## config.mk

```make
export PLATFORM = sky130hd
export DESIGN_NAME = snv_recip
export DESIGN_NICKNAME = d
export VERILOG_FILES = /design/src/rtl/snv_pkg.sv /design/src/rtl/snv_recip.sv
export SDC_FILE = /design/constraint.sdc
export NUM_CORES = 2
export LEC_CHECK = 0
export CAP_MARGIN = 20
export CORE_ASPECT_RATIO = 0.9
export CORE_MARGIN = 2
export CORE_UTILIZATION = 50
export DETAILED_ROUTE_END_ITERATION = 8
export DONT_BUFFER_PORTS = 1
export GPL_ROUTABILITY_DRIVEN = 0
export GPL_TIMING_DRIVEN = 0
export SETUP_SLACK_MARGIN = 0.4
export SYNTH_ARGS = -nofsm -noshare
export SYNTH_HDL_FRONTEND = slang
export SYNTH_SLANG_ARGS = --single-unit
export TNS_END_PERCENT = 20
```

## constraint.sdc

```tcl
create_clock -name clk -period 3.9 [get_ports clk]
set_input_delay 0.39 -clock clk [delete_from_list [all_inputs] [get_ports clk]]
set_output_delay 0.39 -clock clk [all_outputs]
set_load 0.01 [all_outputs]
```

## src/rtl/snv_pkg.sv

```systemverilog
// Shared widths, stage numbers and types for the refraction pipeline.
// No dependencies.
package snv_pkg;

  localparam int IDX_W    = 16;  // index, unsigned Q4.12
  localparam int DOT_W    = 20;  // one floored component product, Q.16
  localparam int SUM_W    = 22;  // sum of three products
  localparam int COS_W    = 17;  // |cos|, Q.16, up to 1.0
  localparam int ETA_W    = 29;  // eta, Q.16, up to 2^28
  localparam int E2_W     = 42;  // floor(eta^2 / 2^16)
  localparam int SPLIT_W  = 21;  // low slice of e2 for the split multiply
  localparam int PP_W     = 38;  // partial product width
  localparam int PROD_W   = 59;  // eta^2 (1 - cos^2), Q.32
  localparam int K_W      = 33;  // k, Q.32
  localparam int ROOT_W   = 17;  // sqrt(k), Q.16
  localparam int EC_W     = 30;  // floor(eta*cos / 2^16)
  localparam int COEF_W   = 32;  // normal coefficient, signed Q.16

  localparam logic [COS_W-1:0] ONE_Q16 = COS_W'(65536);
  localparam logic [ETA_W-1:0] DIV_NUM = ETA_W'(268435456);   // 2^28
  localparam logic [K_W-1:0]   ONE_Q32 = K_W'(64'h1_0000_0000);

  // Register stage at which each value is valid (input register is stage 0).
  localparam int ST_DOT  = 2;
  localparam int ST_DIV  = ETA_W;        // one quotient bit per stage
  localparam int ST_ETA  = ST_DIV + 1;
  localparam int ST_SQ   = ST_ETA + 1;
  localparam int ST_PP   = ST_SQ + 1;
  localparam int ST_PROD = ST_PP + 1;
  localparam int ST_K    = ST_PROD + 1;
  localparam int ST_ROOT = ST_K + ROOT_W;  // one root bit per stage
  localparam int ST_COEF = ST_ROOT + 1;
  localparam int ST_MUL  = ST_COEF + 1;
  localparam int ST_OUT  = ST_MUL + 1;

  typedef struct packed {
    logic             leave;  // ray leaves the material
    logic [COS_W-1:0] mag;    // clamped |cos|
  } snv_cos_t;

endpackage

```

## src/rtl/snv_recip.sv

```systemverilog
// Pipelined restoring divider: round(2^28 / index), one quotient bit per stage.
// Depends on snv_pkg.
module snv_recip
  import snv_pkg::*;
(
  input  logic             clk,
  input  logic             adv,
  input  logic [IDX_W-1:0] idx,
  output logic [ETA_W-1:0] quot
);

  logic [IDX_W-1:0] rem_r [ETA_W];
  logic [IDX_W-1:0] den_r [ETA_W];
  logic [ETA_W-1:0] num_r [ETA_W];
  logic [ETA_W-1:0] q_r   [ETA_W];

  for (genvar j = 0; j < ETA_W; j++) begin : g_stage
    logic [IDX_W-1:0] rem_p;
    logic [IDX_W-1:0] den_p;
    logic [ETA_W-1:0] num_p;
    logic [ETA_W-1:0] q_p;
    logic [IDX_W:0]   trial;

    if (j == 0) begin : g_first
      // zero index divides by one LSB; add half the divisor to round
      assign rem_p = '0;
      assign den_p = (idx == '0) ? IDX_W'(1) : idx;
      assign num_p = DIV_NUM + ETA_W'(idx >> 1);
      assign q_p   = '0;
    end else begin : g_rest
      assign rem_p = rem_r[j-1];
      assign den_p = den_r[j-1];
      assign num_p = num_r[j-1];
      assign q_p   = q_r[j-1];
    end

    assign trial = {rem_p, num_p[ETA_W-1]};

    always_ff @(posedge clk) begin
      if (adv) begin
        if (trial >= {1'b0, den_p}) begin
          rem_r[j] <= IDX_W'(trial - {1'b0, den_p});
          q_r[j]   <= {q_p[ETA_W-2:0], 1'b1};
        end else begin
          rem_r[j] <= trial[IDX_W-1:0];
          q_r[j]   <= {q_p[ETA_W-2:0], 1'b0};
        end
        num_r[j] <= {num_p[ETA_W-2:0], 1'b0};
        den_r[j] <= den_p;
      end
    end
  end

  assign quot = q_r[ETA_W-1];

endmodule

```

==> reports/qor.txt <==
most frequent cell after synthesis: edfxtp_1
compound-cell area share of the yosys netlist: 9.375%
Yosys reg bits: 1646
Power Total: 63.64 mW
Synthesis Warnings: 0
total grt overflow: 0
Setup crit start kind: flop
post-synth top area share: 64.35%
Via density: 5.460
Max stage delay on crit path: 440 ps
xor/xnor share of the synthesized area: 3.434%
worst hold start: adv
Peak VDD IR: 0.5224 mV
crit-path cells: inv_1 > ha_1 > nor2b_1 > o31a_1 > o31ai_1 > a21oi_1 > o21ai_0 > a2111o_1 > o2111a_1 > buf_2 > buf_6 > mux2_2
WP data required: 4430 ps
ANT nets after route: 0
placed cells: 7617
Die X: 417.0 um
slowest cell on the critical path: o31ai_1
largest net degree at the start of global routing: 665
row count: 136
largest family of logic cells by synthesized area: compound AO/OA/AOI/OAI gates
# fillers: 12310
Mean Syn Cell Area: 13.71 um2
Max Buffers Root-to-Sink: 3
reg2reg setup slack: 270 ps
Final Skew: 19.66 ps
clock sink count: 1646
pwr/cell area: 739.6 mW/mm2
post-synth net total: 6094
Simple-Gate Fraction of Synth Area: 6.837%
antenna violations before repair: 2
area growth from synthesis to layout: 12.09%
CP arrival: 4170 ps
fin nets: 6320
Post-synth top cells: edfxtp_1, inv_1, ha_1, nand2_1, nor2_1
Clk pin slew, worst setup/hold paths: 60 ps
Min-Delay Path Class: in -> reg
Synth Flop Type: edfxtp_1
final instance area: 0.08605 mm2
non-filler instance count after layout: 7972
min Tclk post-route: 3632 ps
post-synthesis cell count: 5600
launch point of the worst path: den_r[0][65]
Final Hold Viols: 0
maxcap violations: 0
Slew @ Worst Pin: 1034 ps
Die Span Y: 375.7 um
die area: 0.1567 mm2
drt initial violations: 3304
Synth area leaders: edfxtp_1, ha_1, mux2_2
Slew HR: 31.04%
ys async rst share: 0%
RSZ-0062 raised after global routing: yes
layout cell share with drive strength beyond 1: 11.73%
Avg WL per Cell: 18.75 um
Placed Area: 0.07964 mm2
DRT Wirelength: 149500 um
# DRC: 0
Fmax: 0.2753 GHz
EDFF count, synth: 1645
Seq/Total Area, Yosys: 64.37%
CTS Root Cell: clkbuf_16
Starting Density: 50.29%
Crit. End Element: flop
Synth Area in Adders: 8.022%
Setup-failing EPs final: 0
total track usage: 18.93%
I/O pin total: 47
CTS Buf Count: 171
Setup CP Type: reg -> reg
H-tree depth reported by CTS: 4
via count: 43530
post-layout util: 56.37%
Cell variety after synth: 82
Core Area: 0.1526 mm2
RR Startpoint: den_r[0][65]
crit share post-route: 93.14%
Fin Setup TNS: 0 ps
CTS tree: built
number of global-route vias before repair: 42140
Final HPWL DP: 104900 um
clock latency on the worst-skew pair: 790 ps
first-pass GRT wire length: 234600 um
# port buffers: 0
post-synthesis mux area share: 4.388%
drt pass-1 iters: 5
status: finished clean
crit-path max FO: 10
leakage: 33.22 nW
max-slew violation count: 0
Post-Syn Area: 0.07677 mm2
leading area contributor after synthesis: edfxtp_1
## logic make-up (layout without fill, tap and decap cells)
family,count (synthesis),in the layout
flip-flops,1646,1646
AO/OA/AOI/OAI,1095,1095
AND/OR/NAND/NOR,1086,1086
buffers and inverters,700,1067
adder cells (fa/ha/maj),476,476
XOR/XNOR,301,301
multiplexers,296,296
other,0,4
## cell usage in the layout (no fill, tap or decap), types with 33 or more instances in the layout
cell,synthesis,final
nor2b_1,54,54
clkbuf_16,0,175
a21oi_1,278,276
ha_1,449,449
nand2b_1,38,38
mux2i_1,35,35
xor2_1,140,140
mux2_2,235,235
nand2_1,314,314
o21a_1,54,54
clkbuf_2,0,36
nand4_1,47,47
clkbuf_1,88,75
and2_1,33,33
clkinv_1,0,43
nor3_1,71,70
edfxtp_1,1645,1645
o21ai_0,279,279
nor2_1,280,280
inv_1,584,580
a21o_1,110,110
xnor2_1,161,161
nand3_1,83,82
o211ai_1,46,46
## through the flow
stage	hold WS [ps]	setup slack, ps
global route	16.70	178.0
finish	7.340	267.6
detailed placement	404.5	-592.9
floorplan	400.3	834.6
global placement	400.5	-1661
CTS	21.96	152.2
## per-layer routing
| metal | global-route usage, % | wire length [um] | vias to the layer above |
|---|---|---|---|
| met5 | 0 | 0 | - |
| met4 | 4.990 | 3042 | 0 |
| met3 | 3.033 | 6745 | 212 |
| met2 | 28.94 | 66610 | 846 |
| met1 | 28.18 | 73110 | 21160 |
| li1 | - | - | 21310 |
## final timing paths
kind         cells after the start             to
min reg2reg                      0    q_r[0][410]
max reg2reg                     12   rem_r[0][92]
max                             12   rem_r[0][92]
min                              3  rem_r[0][192]
## flip-flops by register name (all words and copies together) (netlist names)
register and count:
den_r 448, num_r 315, q_r 435, rem_r 448
## where the power goes
part	internal [mW]	total [mW]	switching, mW
clock network	9.63	16.4	6.80
registers	24.0	25.7	1.69
logic	9.87	21.5	11.7
## final cells by class
class                           count  area [um2]  area share [%]
Multi-Input combinational cell   3254       24810           28.83
Clock inverter                    117        1267           1.473
Antenna cell                        4       10.01         0.01163
Buffer                            115       596.8          0.6936
Clock buffer                      197        4419           5.136
Timing Repair Buffer               53       818.3          0.9510
Tap cell                         2001        2504           2.910
Sequential cell                  1646       49420           57.43
Inverter                          585        2203           2.561
## worst max-delay path: cells and delay by family (launching register included)
kind	cells	cell delay, ps
flip-flops	1	430
AND/OR/NAND/NOR	1	140
multiplexers	1	350
buffers and inverters	3	550
AO/OA/AOI/OAI	6	1670
adder cells (fa/ha/maj)	1	230
## what timing repair did
item	in CTS	in global routing
endpoints found under the hold margin	153	111
hold buffers	17	2
cloned	0	2
setup endpoints to repair	180	608
pin swaps	1	5
resized for setup	11	62
setup buffers	1	9
Power figures use the tool's default switching activity.
