==> src/rtl/snv_pkg.sv <==
// Shared widths, stage numbers and types for the refraction pipeline.
// No dependencies.
package snv_pkg;

  localparam int IDX_W    = 16;  // index, unsigned Q4.12
  localparam int DOT_W    = 20;  // one floored component product, Q.16
  localparam int SUM_W    = 22;  // sum of three products
  localparam int COS_W    = 17;  // |cos|, Q.16, up to 1.0
  localparam int ETA_W    = 29;  // eta, Q.16, up to 2^28
  localparam int E2_W     = 42;  // floor(eta^2 / 2^16)
  localparam int SPLIT_W  = 21;  // low slice of e2 for the split multiply
  localparam int PP_W     = 38;  // partial product width
  localparam int PROD_W   = 59;  // eta^2 (1 - cos^2), Q.32
  localparam int K_W      = 33;  // k, Q.32
  localparam int ROOT_W   = 17;  // sqrt(k), Q.16
  localparam int EC_W     = 30;  // floor(eta*cos / 2^16)
  localparam int COEF_W   = 32;  // normal coefficient, signed Q.16

  localparam logic [COS_W-1:0] ONE_Q16 = COS_W'(65536);
  localparam logic [ETA_W-1:0] DIV_NUM = ETA_W'(268435456);   // 2^28
  localparam logic [K_W-1:0]   ONE_Q32 = K_W'(64'h1_0000_0000);

  // Register stage at which each value is valid (input register is stage 0).
  localparam int ST_DOT  = 2;
  localparam int ST_DIV  = ETA_W;        // one quotient bit per stage
  localparam int ST_ETA  = ST_DIV + 1;
  localparam int ST_SQ   = ST_ETA + 1;
  localparam int ST_PP   = ST_SQ + 1;
  localparam int ST_PROD = ST_PP + 1;
  localparam int ST_K    = ST_PROD + 1;
  localparam int ST_ROOT = ST_K + ROOT_W;  // one root bit per stage
  localparam int ST_COEF = ST_ROOT + 1;
  localparam int ST_MUL  = ST_COEF + 1;
  localparam int ST_OUT  = ST_MUL + 1;

  typedef struct packed {
    logic             leave;  // ray leaves the material
    logic [COS_W-1:0] mag;    // clamped |cos|
  } snv_cos_t;

endpackage

==> src/rtl/snv_dot.sv <==
// Dot product of incident and normal, clamp, and entering/leaving decision.
// Depends on snv_pkg. Two register stages.
module snv_dot
  import snv_pkg::*;
#(
  parameter int VECTOR_BITS = 16
) (
  input  logic                          clk,
  input  logic                          adv,
  input  logic signed [VECTOR_BITS-1:0] inc [3],
  input  logic signed [VECTOR_BITS-1:0] nrm [3],
  output snv_cos_t                      cos_o
);

  localparam int SHIFT = 2 * VECTOR_BITS - 20;
  localparam logic signed [SUM_W-1:0] CLAMP_HI = SUM_W'(65536);
  localparam logic signed [SUM_W-1:0] CLAMP_LO = -SUM_W'(65536);

  logic signed [2*VECTOR_BITS-1:0] full [3];
  logic signed [DOT_W-1:0]         part_r [3];
  logic signed [SUM_W-1:0]         sum;
  logic signed [SUM_W-1:0]         neg;
  snv_cos_t                        cos_nxt;
  snv_cos_t                        cos_r;

  always_comb begin
    for (int i = 0; i < 3; i++) begin
      full[i] = inc[i] * nrm[i];
    end
  end

  always_ff @(posedge clk) begin
    if (adv) begin
      for (int i = 0; i < 3; i++) begin
        part_r[i] <= DOT_W'(full[i] >>> SHIFT);
      end
    end
  end

  // cos = -dot; a positive dot means the ray is leaving, so take |cos|
  always_comb begin
    sum = SUM_W'(part_r[0]) + SUM_W'(part_r[1]) + SUM_W'(part_r[2]);
    neg = -sum;
    cos_nxt.leave = (sum > 0);
    if (sum > CLAMP_HI || sum < CLAMP_LO) begin
      cos_nxt.mag = ONE_Q16;
    end else if (sum > 0) begin
      cos_nxt.mag = sum[COS_W-1:0];
    end else begin
      cos_nxt.mag = neg[COS_W-1:0];
    end
  end

  always_ff @(posedge clk) begin
    if (adv) begin
      cos_r <= cos_nxt;
    end
  end

  assign cos_o = cos_r;

endmodule

==> config.mk <==
export PLATFORM = sky130hd
export DESIGN_NAME = snv_dot
export DESIGN_NICKNAME = d
export VERILOG_FILES = /design/src/rtl/snv_pkg.sv /design/src/rtl/snv_dot.sv
export SDC_FILE = /design/constraint.sdc
export NUM_CORES = 2
export LEC_CHECK = 0
export BUFFER_PORTS_ARGS = -buffer_cell sky130_fd_sc_hd__buf_2
export CAP_MARGIN = 20
export CORE_MARGIN = 2
export CORE_UTILIZATION = 37
export DETAILED_ROUTE_END_ITERATION = 8
export PLACE_DENSITY = 0.54
export SYNTH_ARGS = -nofsm -noshare
export SYNTH_HDL_FRONTEND = slang
export SYNTH_SLANG_ARGS = --single-unit
==> constraint.sdc <==
create_clock -name clk -period 8.89 [get_ports clk]
set_clock_uncertainty 0.05 [all_clocks]
set_input_delay 1.778 -clock clk [delete_from_list [all_inputs] [get_ports clk]]
set_output_delay 1.778 -clock clk [all_outputs]
set_load 0.05 [all_outputs]
==> flow_metrics.py <==
metrics = {
    "outcome": {
        "status": "completed",
    },
    "synthesis": {
        "netlist_top_cells_count": "853 x inv_1, 804 x fa_1, 380 x nand2_1",
        "synthFlopType": "edfxtp_1",
        "async_flop_share_pct": 0,
        "yosysWarnings": 0,
        "synthSimpleGateAreaFrac_pct": 14.9,
        "synth-adder-area-share_pct": 59.4,
        "synth_edf_count": 78,
        "synth_xor_area_share_pct": 2.64,
        "syn_nets": 4548,
        "synth_top_family_by_area": "adder cells",
        "netlist_instances": 3388,
        "yosysSeqAreaShare_pct": 7.20,
        "synth_compound_area_share_pct": 4.87,
        "synth.area.mux_share_pct": 0.0308,
        "synth_area_sq_um": 32500,
        "synth-seq-cells": 78,
        "synth_most_common_cell": "inv_1",
        "synth.top_cell.area_share_pct": 49.5,
        "yosys-top-cells-area": "fa_1 49%, ha_1 9.9%, inv_1 9.8%",
        "synthDistinctLibCells": 61,
        "postSynthAreaPerCell_sq_um": 9.61,
        "synth_top_area_cell": "fa_1",
    },
    "critical_path": {
        "crit_chain": "buf_2 -> nand2_1 -> inv_1 -> fa_1 -> fa_1 -> fa_1 -> fa_1 -> fa_1 -> inv_1 -> fa_1 -> inv_1 -> ha_1 -> a21o_1 -> a21o_1 -> a21o_1 -> a21o_1 -> a221oi_1 -> a21oi_1 -> or3_1 -> a2111o_1 -> o211ai_1",
        "critPathMaxFanout": 16,
        "critPathArrivalTime_ps": 8050,
        "worstSetupPathType": "input port to register",
        "cp_slowest_cell": "fa_1",
        "start_kind": "input port",
        "end_kind": "register",
        "cp_slowest_stage_delay_ps": 770,
        "crit_top_cell": "fa_1",
        "cp.required_ps": 9030,
    },
    "clock_network": {
        "cts_tree": "built",
        "cts_max_level": 3,
        "ctsLongestPathBuffers": 2,
        "cts_made_buffers": 9,
        "clock_latency_ps": 350,
        "post_cts_buffers": 0,
        "cts-hold-fix-buffers": 0,
        "cts_resized": 0,
        "cts_root_buf": "clkbuf_16",
        "cts.clk_slew.worst_paths_ps": 70,
        "cts_sinks": 78,
    },
    "route": {
        "drt_iter0_markers": 945,
        "drtPass1Iterations": 7,
        "postRouteAntennaNets": 0,
        "post-route-drc-count": 0,
        "wl_per_cell_um": 16.3,
        "vias_per_cell": 4.74,
        "vias": 21706,
        "routed_wl_um": 74700,
    },
    "floorplan": {
        "fp.dieH_um": 301,
        "die_w_um": 301,
        "initial_core_util_pct": 37.4,
        "num_rows": 108,
        "io_pins": 116,
        "core_sq_um": 87000,
        "die_area_sq_um": 90400,
    },
    "global_routing": {
        "first_global_vias": 23858,
        "grt_overflow": 0,
        "grtUsageTotal_pct": 17.6,
        "grt_max_degree": 72,
        "grt_pass1_wl_um": 127000,
        "antenna_found_initial": 0,
    },
    "sta": {
        "min_period_over_period_pct": 89.0,
        "fin_ws_ps": 979,
        "setup_violations": 0,
        "fmax_mhz": 126,
        "finalCriticalPeriod_ps": 7910,
        "setup_tns_ps": 0,
        "grt_setup_unrepaired": "false",
        "final_hold_viol_count": 0,
        "worst_pin_slew_ps": 1020,
        "slew_violations": 0,
        "max_slew_margin_pct": 30.7,
    },
    "layout": {
        "num_antenna_cells": 0,
        "fill_cells": 8828,
        "multi_input_comb_area_sq_um": 26600,
        "area_growth_pct": 6.05,
        "drive_gt1_share_pct": 4.33,
        "layout.nets": 4576,
        "regArea_sq_um": 2340,
    },
    "placement": {
        "post-dp-hpwl_um": 63100,
        "port_buffers": 115,
        "dp_slack_ps": 616,
        "gp_congestion": 0.835,
    },
    "worst_hold_path": {
        "hold_path_class": "register to register",
    },
    "flow_run": {
        "drv_cap": 0,
    },
}
## area by class of cell
| type | count | area share (%) |
|---|---|---|
| clock buffer | 10 | 0.663 |
| clock inverter | 6 | 0.207 |
| inverter | 853 | 9.28 |
| multi-input combinational | 2355 | 77.1 |
| sequential | 78 | 6.79 |
| tap | 1155 | 4.19 |
| timing repair buffer | 119 | 1.76 |
## cells by family after synthesis
family / count (synthesis)
adders and majority gates: 1062
AOI/OAI and AO/OA: 228
buffers and inverters: 955
DFF: 78
muxes: 1
and+or+nand+nor: 966
xor gates and xnor gates: 98
## routing by layer
layer / part of all wire (%) / vias to the layer above / GRT usage [%]
li1: - / 10114 / -
met5: 0 / - / 0
met1: 46 / 11150 / 24.8
met4: 2.0 / 0 / 3.48
met2: 49 / 374 / 29.5
met3: 3.7 / 68 / 1.99
## path summary, 6_finish.rpt
| check | startpoint | end | slack, ps | cells past startpoint |
|---|---|---|---|---|
| max reg2reg | part_r[0][1]$_DFFE_PP_ | cos_o[16]$_SDFFCE_PP1P_ | 4020 | 12 |
| min | part_r[0][0]$_DFFE_PP_ | cos_o[0]$_SDFFCE_PP0P_ | 920 | 3 |
| min reg2reg | part_r[0][0]$_DFFE_PP_ | cos_o[0]$_SDFFCE_PP0P_ | 920 | 3 |
| max | inc[31] | part_r[0][39]$_DFFE_PP_ | 980 | 21 |
## metrics by stage
stage	cell area, sq um	util [%]	hold WS [ps]	instances
detailed placement	34200	39.3	901	4560
floorplan	32500	-	681	3388
finish	34500	39.7	915	4576
global placement	34200	39.3	909	4560
global route	34500	39.7	1020	4576
CTS	34500	39.7	936	4576
## layout by cell type (no fill, tap or decap), types with 6 or more instances in the layout
cell and count:
a31oi_1 6, nor3_1 29, o211ai_1 9, ha_1 258, o21a_1 22, nand3_1 13, nand4_1 14, and2_1 364
a21o_1 25, buf_2 114, a211o_1 6, xor2_1 26, fa_1 804, or3_1 12, nor2_1 90, clkbuf_16 9
nor2b_1 9, inv_1 853, o21ai_0 36, edfxtp_1 78, a21oi_1 59, nand2_1 380, xnor2_1 72, a211oi_1 12
nand2b_1 22, and3_1 6, or2_2 7
## worst max-delay path: cells and delay by family
kind / cells / cell delay (ps)
adders and majority gates: 7 / 3630
and+or+nand+nor: 2 / 570
AOI/OAI and AO/OA: 8 / 1680
buffers and inverters: 4 / 390
## state kept, by name (all words and copies together), names as in the netlist
| register | cells |
|---|---|
| part_r | 60 |
| cos_o | 18 |
Power is left out: the tool's default activity adds up to more than one toggle a clock period on the data nets, which glitch-free logic cannot reach.
