<file path="config.mk">
export PLATFORM = sky130hd
export DESIGN_NAME = snv_isqrt
export DESIGN_NICKNAME = d
export VERILOG_FILES = /design/src/rtl/snv_pkg.sv /design/src/rtl/snv_isqrt.sv
export SDC_FILE = /design/constraint.sdc
export NUM_CORES = 1
export LEC_CHECK = 0
export BUFFER_PORTS_ARGS = -buffer_cell sky130_fd_sc_hd__buf_2
export CAP_MARGIN = 15
export CORE_MARGIN = 10
export CORE_UTILIZATION = 57
export DETAILED_ROUTE_END_ITERATION = 10
export GPL_ROUTABILITY_DRIVEN = 0
export PLACE_DENSITY = 0.76
export SLEW_MARGIN = 15
export SYNTH_ARGS = -nofsm -noshare
export SYNTH_HDL_FRONTEND = slang
export SYNTH_SLANG_ARGS = --single-unit
</file>
<file path="constraint.sdc">
create_clock -name clk -period 2.75 [get_ports clk]
set_input_delay 0.55 -clock clk [delete_from_list [all_inputs] [get_ports clk]]
set_output_delay 0.55 -clock clk [all_outputs]
set_load 0.01 [all_outputs]
</file>
<file path="src/rtl/snv_pkg.sv">
// Shared widths, stage numbers and types for the refraction pipeline.
// No dependencies.
package snv_pkg;

  localparam int IDX_W    = 16;  // index, unsigned Q4.12
  localparam int DOT_W    = 20;  // one floored component product, Q.16
  localparam int SUM_W    = 22;  // sum of three products
  localparam int COS_W    = 17;  // |cos|, Q.16, up to 1.0
  localparam int ETA_W    = 29;  // eta, Q.16, up to 2^28
  localparam int E2_W     = 42;  // floor(eta^2 / 2^16)
  localparam int SPLIT_W  = 21;  // low slice of e2 for the split multiply
  localparam int PP_W     = 38;  // partial product width
  localparam int PROD_W   = 59;  // eta^2 (1 - cos^2), Q.32
  localparam int K_W      = 33;  // k, Q.32
  localparam int ROOT_W   = 17;  // sqrt(k), Q.16
  localparam int EC_W     = 30;  // floor(eta*cos / 2^16)
  localparam int COEF_W   = 32;  // normal coefficient, signed Q.16

  localparam logic [COS_W-1:0] ONE_Q16 = COS_W'(65536);
  localparam logic [ETA_W-1:0] DIV_NUM = ETA_W'(268435456);   // 2^28
  localparam logic [K_W-1:0]   ONE_Q32 = K_W'(64'h1_0000_0000);

  // Register stage at which each value is valid (input register is stage 0).
  localparam int ST_DOT  = 2;
  localparam int ST_DIV  = ETA_W;        // one quotient bit per stage
  localparam int ST_ETA  = ST_DIV + 1;
  localparam int ST_SQ   = ST_ETA + 1;
  localparam int ST_PP   = ST_SQ + 1;
  localparam int ST_PROD = ST_PP + 1;
  localparam int ST_K    = ST_PROD + 1;
  localparam int ST_ROOT = ST_K + ROOT_W;  // one root bit per stage
  localparam int ST_COEF = ST_ROOT + 1;
  localparam int ST_MUL  = ST_COEF + 1;
  localparam int ST_OUT  = ST_MUL + 1;

  typedef struct packed {
    logic             leave;  // ray leaves the material
    logic [COS_W-1:0] mag;    // clamped |cos|
  } snv_cos_t;

endpackage

</file>
<file path="src/rtl/snv_isqrt.sv">
// Pipelined floor square root of a Q.32 value, one root bit per stage.
// Depends on snv_pkg.
module snv_isqrt
  import snv_pkg::*;
(
  input  logic              clk,
  input  logic              adv,
  input  logic [K_W-1:0]    rad,
  output logic [ROOT_W-1:0] root
);

  localparam int RAD_W = 2 * ROOT_W;
  localparam int REM_W = ROOT_W + 3;

  logic [REM_W-1:0]  rem_r  [ROOT_W];
  logic [RAD_W-1:0]  rad_r  [ROOT_W];
  logic [ROOT_W-1:0] root_r [ROOT_W];

  for (genvar j = 0; j < ROOT_W; j++) begin : g_stage
    logic [REM_W-1:0]  rem_p;
    logic [RAD_W-1:0]  rad_p;
    logic [ROOT_W-1:0] root_p;
    logic [REM_W-1:0]  cur;
    logic [REM_W-1:0]  trial;

    if (j == 0) begin : g_first
      assign rem_p  = '0;
      assign rad_p  = RAD_W'(rad);
      assign root_p = '0;
    end else begin : g_rest
      assign rem_p  = rem_r[j-1];
      assign rad_p  = rad_r[j-1];
      assign root_p = root_r[j-1];
    end

    assign cur   = {rem_p[REM_W-3:0], rad_p[RAD_W-1:RAD_W-2]};
    assign trial = REM_W'({root_p, 2'b01});

    always_ff @(posedge clk) begin
      if (adv) begin
        if (cur >= trial) begin
          rem_r[j]  <= cur - trial;
          root_r[j] <= {root_p[ROOT_W-2:0], 1'b1};
        end else begin
          rem_r[j]  <= cur;
          root_r[j] <= {root_p[ROOT_W-2:0], 1'b0};
        end
        rad_r[j] <= {rad_p[RAD_W-3:0], 2'b00};
      end
    end
  end

  assign root = root_r[ROOT_W-1];

endmodule

</file>
==> flow_metrics.env <==
export IMPL_syn_nets=2590
export IMPL_final_cell_area_sq_um=35700
export IMPL_clkPwrFrac_pct=33.9
export IMPL_synth_flop_cell="edfxtp_1"
export IMPL_yosysTopAreaCell="edfxtp_1"
export IMPL_viasPerCell=5.60
export IMPL_layout_drive_gt1_share_pct=10.5
export IMPL_dieArea_sq_um=65500
export IMPL_finalMaxSlewViolations=0
export IMPL_wire_per_inst_microns=16.5
export IMPL_synth_compound_area_share_pct=8.73
export IMPL_cts_tree="built"
export IMPL_max_slew_margin_rel_pct=50.5
export IMPL_synthTopCellsByCount="689 x edfxtp_1, 209 x inv_1, 171 x ha_1, 171 x nor2_1, 156 x a21oi_1"
export IMPL_fin_nets=2722
export IMPL_ys_types=72
export IMPL_num_rows=86
export IMPL_numCtsBuffers=71
export IMPL_synth_edf_count=689
export IMPL_cp_startpoint="rem_r[5][9]"
export IMPL_htreeDepth=3
export IMPL_clock_path_buffers=3
export IMPL_end_kind="register"
export IMPL_r2r_start="rem_r[5][9]"
export IMPL_synthTopCellsByArea="edfxtp_1 65%, ha_1 6.7%, xnor2_1 3.2%, inv_1 2.5%, a21oi_1 2.5%"
export IMPL_status="finished clean"
export IMPL_numPortBuffers=51
export IMPL_p_sw_share_pct=25.2
export IMPL_ys_seq_area_share_pct=65.3
export IMPL_cts_root_buffer="clkbuf_16"
export IMPL_rsz0062_at_grt="true"
export IMPL_path_class="register to register"
export IMPL_cp_max_fo=6
export IMPL_num_vias=18577
export IMPL_cts_hold_buf=0
export IMPL_endpoint="rem_r[6][11]"
export IMPL_drtIter0Drc=1195
export IMPL_yosys_area_share_xor_xnor_pct=5.52
export IMPL_clock_latency_ns=0.62
export IMPL_period_minus_slack_ns=2.64
export IMPL_die_height_microns=256
export IMPL_worst_ep_arrival_time_ns=2.99
export IMPL_worst_ep_required_time_ns=3.09
export IMPL_final_util_pct=64.7
export IMPL_cap_violations=0
export IMPL_synth_simple_gate_area_share_pct=8.97
export IMPL_core_sq_um=55100
export IMPL_syn_inst=2384
export IMPL_r2r_cells=7
export IMPL_initial_core_util_pct=57.6
export IMPL_syn_to_final_growth_pct=12.5
export IMPL_final_cells=3319
export IMPL_syn_area_sq_um=31700
export IMPL_combPwrFrac_pct=15.2
export IMPL_grt_antenna_before_repair=0
export IMPL_synthAdderAreaFrac_pct=6.75
export IMPL_dp_hpwl_microns=38700
export IMPL_synth_avg_cell_area_sq_um=13.3
export IMPL_clkTransAtPathRegs_ns=0.06
export IMPL_first_pass_iters=6
export IMPL_fin_skew_ns=0.0207
export IMPL_r2r_end="rem_r[6][11]"
export IMPL_power_density_nw_per_um2=750
export IMPL_design_power_total_w=0.0267
export IMPL_p_sw_w=0.00674
export IMPL_place_area_sq_um=33300
export IMPL_ys_async_sr_fraction_pct=0
export IMPL_routed_wl_microns=54800
export IMPL_synth_warnings=0
export IMPL_p_leak_nw=14.0
export IMPL_cts_sinks=690
export IMPL_yosysMostFrequentCell="edfxtp_1"
export IMPL_n_antenna_cell=0
export IMPL_dpl_cell_count=3189
export IMPL_finalCritPeriodShare_pct=96.0
export IMPL_grt_pass1_wl_microns=90100
export IMPL_vdd_drop_max_mv=0.659
export IMPL_hold_viol_final=0
export IMPL_ant_nets=0
export IMPL_critPathLaunchType="register"
export IMPL_synth_top_area_share_pct=65.2
export IMPL_p_seq_share_pct=50.9
export IMPL_worst_pin_slew_ns=0.740
export IMPL_holdWs_ns=0.103
export IMPL_post_route_drc_count=0
export IMPL_ys_ff_latch=690
export IMPL_io_pins=52
export IMPL_min_path_type="input port to register"
export IMPL_setup_viol=0
export IMPL_internal_power_w=0.0200
export IMPL_grt_max_degree=122
export IMPL_die_width_microns=256
export IMPL_r2r_slack_ns=0.11
export IMPL_synth_top_family_by_area="simple AND/OR/NAND/NOR gates"
export IMPL_synth_mux_area_share_pct=1.56
export IMPL_grt_pass1_vias=18678
export IMPL_track_usage_pct=16.5
export IMPL_grt_overflow=0
export IMPL_clock_fmax_mhz=379
==> stage by stage <==
step	setup WS [ns]	TNS, ns
floorplan	0.0547	0
global placement	0.0636	0
detailed placement	-0.0716	-0.181
CTS	0.00000311	0
global route	-0.0137	-0.0166
finish	0.109	0
==> sequential cells by signal, indices dropped and copies added, names as in the netlist <==
register	cells
rad_r	272
rem_r	265
root_r	153
==> power by group through the flow <==
stage	clock (W)	combinational [W]	sequential, W
floorplan	0	0.00299	0.0136
global placement	0	0.00375	0.0138
detailed placement	0	0.00394	0.0138
CTS	0.00930	0.00399	0.0136
global route	0.00975	0.00455	0.0137
finish	0.00905	0.00408	0.0136
==> logic make-up after synthesis <==
kind of cell               after synthesis
DFF                                    690
and+or+nand+nor                        560
AOI/OAI and AO/OA                      452
buffers and inverters                  266
xor gates and xnor gates               200
adders and majority gates              171
muxes                                   45
==> worst min path at each step <==
| stage | end | slack, ns | cells after the start | startpoint |
|---|---|---|---|---|
| 4_1_cts | rad_r[0][11] | 0.07 | 1 | rad[11] |
| 3_3_place_gp | rad_r[0][146] | 0.40 | 0 | rad_r[0][112] |
| 6_report | rad_r[0][11] | 0.10 | 1 | rad[11] |
| 5_1_grt | rad_r[0][12] | 0.09 | 1 | rad[12] |
| 2_1_floorplan | rad_r[0][102] | 0.40 | 0 | rad_r[0][68] |
| 3_5_place_dp | rad_r[0][106] | 0.40 | 0 | rad_r[0][72] |
==> cell usage in the layout (no fill, tap or decap), types with 13 or more instances in the layout <==
cell type / count
a21o_1: 51
a21oi_1: 154
a31oi_1: 13
and2_1: 21
and3_1: 14
buf_2: 50
buf_4: 55
clkbuf_1: 18
clkbuf_16: 71
clkinv_1: 19
edfxtp_1: 689
ha_1: 169
inv_1: 209
mux2_1: 14
mux2_2: 22
nand2_1: 104
nand2b_1: 26
nand3_1: 34
nand4_1: 24
nor2_1: 171
nor2b_1: 18
nor3_1: 45
nor4_1: 20
o211ai_1: 19
o21a_1: 31
o21ai_0: 73
o21ai_1: 33
or3_1: 18
xnor2_1: 115
xor2_1: 85
==> repair_timing <==
action                                  in CTS  in global routing
endpoints found under the setup margin      15                 75
pin swaps                                    0                  6
gates resized for setup                      4                 32
cloned                                       0                  0
setup buffers                                0                  2
==> layer usage <==
metal  global-route usage (%)  vias up  share of wire, %  wire length, microns
li1                         -     9064                 -                     -
met1                     19.4     8965                41                 22200
met2                     29.7      429                52                 28600
met3                     2.85      119               4.4                  2430
met4                     6.53        0               2.8                  1520
met5                        0        -                 0                     0
==> final cells by class <==
class,count,area (sq um)
inverters,211,792
clock buffers,89,1840
fillers,4029,19400
well taps,748,936
repair buffers,114,830
clock inverters,39,375
multi-input cells,1428,10200
flip-flops and latches,690,20700
==> worst max-delay path, stage by stage (launching register included) <==
cell      delay (ns)
edfxtp_1        0.43
or4_4           0.58
or4_4           0.46
nor4_4          0.19
nor4b_4         0.26
o21bai_4        0.20
nor4b_1         0.09
xor2_1          0.16
No activity file was read; power rests on OpenSTA's default activity.
